<file path="src/rtl/core/tsc_pkg.sv">
package tsc_pkg;

  // series and format limits
  localparam int FRAC_BITS = 28;
  localparam int MAX_TERMS = 11;
  localparam int ANGLE_W   = 32;
  localparam int VALUE_W   = 48;
  localparam int STATUS_W  = 2;
  localparam int MODE_W    = 2;
  localparam int COUNT_W   = 4;

  // internal widths (magnitudes stay far below these for |angle| < 8)
  localparam int X2_W     = 36;
  localparam int TERM_W   = 40;
  localparam int SUM_W    = 48;
  localparam int RECIP_W  = 28;
  localparam int SPLIT_T  = TERM_W / 2;
  localparam int MID_W    = 48;
  localparam int SPLIT_M  = MID_W / 2;
  localparam int PP_W     = SPLIT_T + X2_W;
  localparam int PC_W     = SPLIT_M + RECIP_W;
  localparam int FULL_W   = TERM_W + X2_W;
  localparam int FULL2_W  = MID_W + RECIP_W;

  // tangent divider
  localparam int MAG_W = SUM_W;
  localparam int QB    = VALUE_W + 1;
  localparam int SHIFT = QB - FRAC_BITS;

  localparam logic [COUNT_W-1:0] TERM_COUNT_RESET = COUNT_W'(MAX_TERMS);
  localparam logic [63:0]        ONE  = 64'd1 << FRAC_BITS;
  localparam logic [63:0]        HALF = 64'd1 << (FRAC_BITS - 1);

  // mode and status codes
  localparam logic [MODE_W-1:0]   MODE_COS     = 2'd0;
  localparam logic [MODE_W-1:0]   MODE_SIN     = 2'd1;
  localparam logic [MODE_W-1:0]   MODE_TAN     = 2'd2;
  localparam logic [MODE_W-1:0]   MODE_TAN_ALT = 2'd3;
  localparam logic [STATUS_W-1:0] ST_OK     = 2'd0;
  localparam logic [STATUS_W-1:0] ST_SAT    = 2'd1;
  localparam logic [STATUS_W-1:0] ST_CZERO  = 2'd2;

  localparam int LANE_COS = 0;
  localparam int LANE_SIN = 1;

  localparam logic [VALUE_W-1:0] OUT_POS_MAX = {1'b0, {(VALUE_W-1){1'b1}}};
  localparam logic [VALUE_W-1:0] OUT_NEG_MAX = {1'b1, {(VALUE_W-1){1'b0}}};

  // rounded reciprocals of (k-1)k, indexed by step i; cosine k = 2i, sine k = 2i+1
  localparam logic [RECIP_W-1:0] RECIP_COS [MAX_TERMS] = '{
    '0,
    RECIP_W'((ONE + 64'd1)   / 64'd2),
    RECIP_W'((ONE + 64'd6)   / 64'd12),
    RECIP_W'((ONE + 64'd15)  / 64'd30),
    RECIP_W'((ONE + 64'd28)  / 64'd56),
    RECIP_W'((ONE + 64'd45)  / 64'd90),
    RECIP_W'((ONE + 64'd66)  / 64'd132),
    RECIP_W'((ONE + 64'd91)  / 64'd182),
    RECIP_W'((ONE + 64'd120) / 64'd240),
    RECIP_W'((ONE + 64'd153) / 64'd306),
    RECIP_W'((ONE + 64'd190) / 64'd380)
  };
  localparam logic [RECIP_W-1:0] RECIP_SIN [MAX_TERMS] = '{
    '0,
    RECIP_W'((ONE + 64'd3)   / 64'd6),
    RECIP_W'((ONE + 64'd10)  / 64'd20),
    RECIP_W'((ONE + 64'd21)  / 64'd42),
    RECIP_W'((ONE + 64'd36)  / 64'd72),
    RECIP_W'((ONE + 64'd55)  / 64'd110),
    RECIP_W'((ONE + 64'd78)  / 64'd156),
    RECIP_W'((ONE + 64'd105) / 64'd210),
    RECIP_W'((ONE + 64'd136) / 64'd272),
    RECIP_W'((ONE + 64'd171) / 64'd342),
    RECIP_W'((ONE + 64'd210) / 64'd420)
  };

  // one series lane: current term as sign and magnitude, running sum
  typedef struct packed {
    logic              neg;
    logic [TERM_W-1:0] mag;
    logic [SUM_W-1:0]  sum;
  } lane_t;

  // word traveling down the term pipeline
  typedef struct packed {
    logic [MODE_W-1:0]  mode;
    logic [COUNT_W-1:0] n;
    logic [X2_W-1:0]    x2;
    lane_t [1:0]        ln;
  } item_t;

  function automatic logic [RECIP_W-1:0] recip(input logic sin_lane,
                                               input logic [COUNT_W-1:0] step);
    return sin_lane ? RECIP_SIN[step] : RECIP_COS[step];
  endfunction

  function automatic logic [SUM_W-1:0] term_val(input lane_t l);
    logic [SUM_W-1:0] t;
    t = SUM_W'(l.mag);
    return l.neg ? SUM_W'(0) - t : t;
  endfunction

endpackage

</file>
<file path="src/rtl/core/tsc_square.sv">
module tsc_square (
  input  logic                          clk,
  input  logic                          rst,
  input  logic                          en,
  input  logic                          in_valid,
  input  logic [tsc_pkg::MODE_W-1:0]    mode,
  input  logic [tsc_pkg::ANGLE_W-1:0]   angle,
  input  logic [tsc_pkg::COUNT_W-1:0]   term_count,
  output logic                          out_valid,
  output tsc_pkg::item_t                out_item
);

  logic                            v1, v2;
  logic [tsc_pkg::MODE_W-1:0]      mode1, mode2;
  logic [tsc_pkg::COUNT_W-1:0]     n1, n2;
  logic                            xneg1, xneg2;
  logic [tsc_pkg::ANGLE_W-1:0]     xm1, xm2;
  logic [2*tsc_pkg::ANGLE_W-1:0]   sq2;
  logic [2*tsc_pkg::ANGLE_W-1:0]   sq_round;
  tsc_pkg::item_t                  out_item_next;

  // valid bits
  always_ff @(posedge clk) begin
    if (rst) begin
      v1 <= 1'b0;
      v2 <= 1'b0;
      out_valid <= 1'b0;
    end else if (en) begin
      v1 <= in_valid;
      v2 <= v1;
      out_valid <= v2;
    end
  end

  // stage 1: magnitude and clamped term count
  always_ff @(posedge clk) begin
    if (en) begin
      mode1 <= mode;
      n1    <= (term_count > tsc_pkg::COUNT_W'(tsc_pkg::MAX_TERMS)) ?
               tsc_pkg::COUNT_W'(tsc_pkg::MAX_TERMS) : term_count;
      xneg1 <= angle[tsc_pkg::ANGLE_W-1];
      xm1   <= angle[tsc_pkg::ANGLE_W-1] ? tsc_pkg::ANGLE_W'(0) - angle : angle;
    end
  end

  // stage 2: square of the magnitude
  always_ff @(posedge clk) begin
    if (en) begin
      mode2 <= mode1;
      n2    <= n1;
      xneg2 <= xneg1;
      xm2   <= xm1;
      sq2   <= (2*tsc_pkg::ANGLE_W)'(xm1) * (2*tsc_pkg::ANGLE_W)'(xm1);
    end
  end

  // stage 3: round the square, seed both series
  always_comb begin
    sq_round = sq2 + tsc_pkg::HALF;
    out_item_next = '0;
    out_item_next.mode = mode2;
    out_item_next.n    = n2;
    out_item_next.x2   = sq_round[tsc_pkg::FRAC_BITS +: tsc_pkg::X2_W];
    out_item_next.ln[tsc_pkg::LANE_COS].neg = 1'b0;
    out_item_next.ln[tsc_pkg::LANE_COS].mag = tsc_pkg::TERM_W'(tsc_pkg::ONE);
    out_item_next.ln[tsc_pkg::LANE_COS].sum = '0;
    out_item_next.ln[tsc_pkg::LANE_SIN].neg = xneg2;
    out_item_next.ln[tsc_pkg::LANE_SIN].mag = tsc_pkg::TERM_W'(xm2);
    out_item_next.ln[tsc_pkg::LANE_SIN].sum = '0;
  end

  always_ff @(posedge clk) begin
    if (en) begin
      out_item <= out_item_next;
    end
  end

endmodule

</file>
<file path="config.mk">
export PLATFORM = sky130hd
export DESIGN_NAME = tsc_square
export DESIGN_NICKNAME = d
export VERILOG_FILES = /design/src/rtl/core/tsc_pkg.sv /design/src/rtl/core/tsc_square.sv
export SDC_FILE = /design/constraint.sdc
export NUM_CORES = 2
export LEC_CHECK = 0
export BUFFER_PORTS_ARGS = -buffer_cell sky130_fd_sc_hd__buf_2
export CORE_UTILIZATION = 64
export DETAILED_ROUTE_END_ITERATION = 10
export HOLD_SLACK_MARGIN = 0.15
export PLACE_DENSITY_LB_ADDON = 0.12
export SLEW_MARGIN = 20
export SYNTH_ARGS = -nofsm -noshare
export SYNTH_HDL_FRONTEND = slang
export SYNTH_SLANG_ARGS = --single-unit
</file>
<file path="constraint.sdc">
create_clock -name clk -period 20.7 [get_ports clk]
set_clock_uncertainty 0.15 [all_clocks]
set_input_delay 4.14 -clock clk [delete_from_list [all_inputs] [get_ports clk]]
set_output_delay 4.14 -clock clk [all_outputs]
set_load 0.02 [all_outputs]
</file>
==> impl_metrics.yaml <==
timing:
  rsz0062_at_grt: "no"
  hold_violations: 0
  finalMaxSlewViolations: 0
  min_period_over_period_pct: 42.25
  tightest_slew_ns: 1.029
  max_freq_mhz: 114.3
  slew_headroom_pct: 31.37
  setup_ws_ns: 11.95
  setup_violations: 0
  setup_tns_ns: 0
  min_period_ns: 8.746
logic_synthesis:
  synth_xor_area_share_pct: 3.284
  synth_top_family_by_area: "adder cells"
  synth_compound_area_share_pct: 4.209
  synth_fa_ha_area_share_pct: 52.74
  yosysMostFrequentCell: "inv_1"
  muxShareOfSynthArea_pct: 0.2194
  ys_types: 61
  synthSimpleGateAreaFrac_pct: 9.842
  synth-async-reset-ratio_pct: 0
  syn-instance-count: 3642
  synth_area_um2: 37070
  syn_area_per_cell_um2: 10.18
  yosysTopAreaCell: "fa_1"
  synth_seq_cells: 193
  synth_edf_count: 190
  synthTopCellsByCount: "984 x inv_1, 791 x fa_1, 304 x nand2_1"
  yosysWarnings: 0
  synth_ff_type: "edfxtp_1"
  synth_top_area_share_pct: 42.72
  synth_seq_area_share_pct: 15.55
  yosys-top-cells-area: "fa_1 43%, edfxtp_1 15%, ha_1 10%"
floorplan:
  io_pins: 263
  initial_core_util_pct: 65.24
  die_y_um: 242.7
  dieArea_um2: 58890
  coreArea_um2: 56820
  row_count: 87
  fp.dieW_um: 242.7
clock_tree:
  clock-sinks: 193
  cts.path.max_buffers: 2
  cts_tree: "built"
  clk_pin_slew_ns: 0.09
  postCtsSetupBuffers: 0
  hold_buffers: 0
  htree_levels: 4
  root_buffer: "clkbuf_16"
  clock_latency_ns: 0.45
  cts_buffers: 17
  cts_resized: 0
routing:
  dr_total_vias: 24150
  routed_wl_um: 89310
  firstDrtPassIters: 5
  first_iter_violations: 1384
  wl_per_cell_um: 20.02
  post_drt_via_cell_ratio: 5.414
  antenna_left: 0
  drcViolationCount: 0
global_routing:
  overflow: 0
  antenna_found_initial: 1
  grt_use_total_pct: 32.21
  grt_start_max_net_pins: 113
  grt_pass1_vias: 27170
  grt_pass1_wl_um: 145200
layout:
  fin_nets: 4822
  layout-drive-gt1-share_pct: 5.695
  diodes: 0
  syn_to_final_growth_pct: 3.716
place:
  port_buffers: 117
  routabilityCongestion: 0.9458
  hpwl_um: 70150
  place_ws_ns: 12.01
setup_path:
  worstPathRequired_ns: 20.74
  critPathMostFrequentCell: "fa_1"
  path_class: "flop to flop"
  start_kind: "flop"
  slowest_stage: "edfxtp_1"
  path_buf_inv: 5
  crit_family: "adder cells"
  slowest_delay_ns: 0.69
  cp.depth: 24
  critPathArrivalTime_ns: 8.78
  cp_max_fo: 20
  worst_setup_path_end_kind: "flop"
  cp_cell_sequence: "buf_4 > and2_1 > fa_1 > fa_1 > inv_1 > fa_1 > fa_1 > inv_1 > fa_1 > fa_1 > fa_1 > inv_1 > fa_1 > inv_1 > ha_1 > a21o_1 > a2111oi_0 > a21bo_2 > a32o_1 > or2_2 > a31o_2 > a41o_1 > a2111oi_0 > nor3_1"
  rrSetupSlack_ns: 11.95
  r2r_cells: 24
worst_hold_path:
  holdCritPathClass: "flop to flop"
  whs_path_depth: 0
job:
  max-cap-violations: 0
status:
  run_status: "completed"
-- per-stage QoR --
step | cell area [µm²] | util, % | hold slack, ns | instances
final | 38450 | 67.66 | 0.2644 | 4461
after detailed placement | 37870 | 66.65 | 0.2552 | 4429
after global placement | 37870 | 66.65 | 0.2510 | 4429
after floorplan | 37610 | - | 0.2503 | 3785
after global routing | 38450 | 67.66 | 0.2710 | 4461
after CTS | 38450 | 67.66 | 0.2624 | 4461
-- routing by layer --
layer  share of wire [%]  track usage (%)  up-vias
li1                    -                -    10690
met1                  37            40.01    12410
met2                  52            56.63      814
met3                 5.4            4.091      236
met4                 4.8            14.06        0
met5                   0                0        -
-- cell type report --
cell class	count	area (µm²)
fillers	4480	18380
clock inverters	15	148.9
clock buffers	17	425.4
repair buffers	153	864.6
multi-input cells	2343	26600
well taps	756	945.9
inverters	984	3694
flip-flops and latches	193	5766
-- final timing paths --
check,startpoint,to
max,xm1[14],sq2[63]
min,n1[2],n2[2]
max reg2reg,xm1[14],sq2[63]
min reg2reg,n1[2],n2[2]
-- cell families (layout without fill, tap and decap cells) --
group | count (synthesis) | in the layout
other | 2 | 145
adders and majority gates | 1088 | 1088
xor gates and xnor gates | 139 | 139
AOI/OAI and AO/OA | 230 | 230
muxes | 8 | 8
and+or+nand+nor | 733 | 733
buffers and inverters | 1249 | 1169
DFF | 193 | 193
-- layout by cell type (no fill, tap or decap), drive strengths merged, types with 7 or more instances in the layout --
| master | instances |
|---|---|
| inv | 990 |
| fa | 791 |
| nand2 | 304 |
| ha | 297 |
| and2 | 227 |
| edfxtp | 190 |
| buf | 152 |
| conb | 145 |
| xnor2 | 97 |
| nor2 | 68 |
| a21oi | 62 |
| xor2 | 42 |
| a21o | 42 |
| nand3 | 35 |
| o21ai | 29 |
| and3 | 21 |
| nand4 | 19 |
| clkbuf | 18 |
| o21bai | 15 |
| a31oi | 14 |
| a31o | 12 |
| nor3 | 11 |
| o31ai | 11 |
| or3 | 10 |
| or2 | 9 |
| nor2b | 8 |
| clkinv | 8 |
| a211oi | 7 |
| mux2i | 7 |
-- registers in the layout (all words and copies together), names as in the netlist --
signal     flops
v1             1
mode1          2
mode2          2
xneg2          1
xm1           32
xneg1          1
sq2           37
xm2           32
v2             1
out_valid      1
out_item      75
n2             4
n1             4
Power is not shown: default switching activity piles up to over one toggle a cycle in this logic, so the estimate is an artifact.
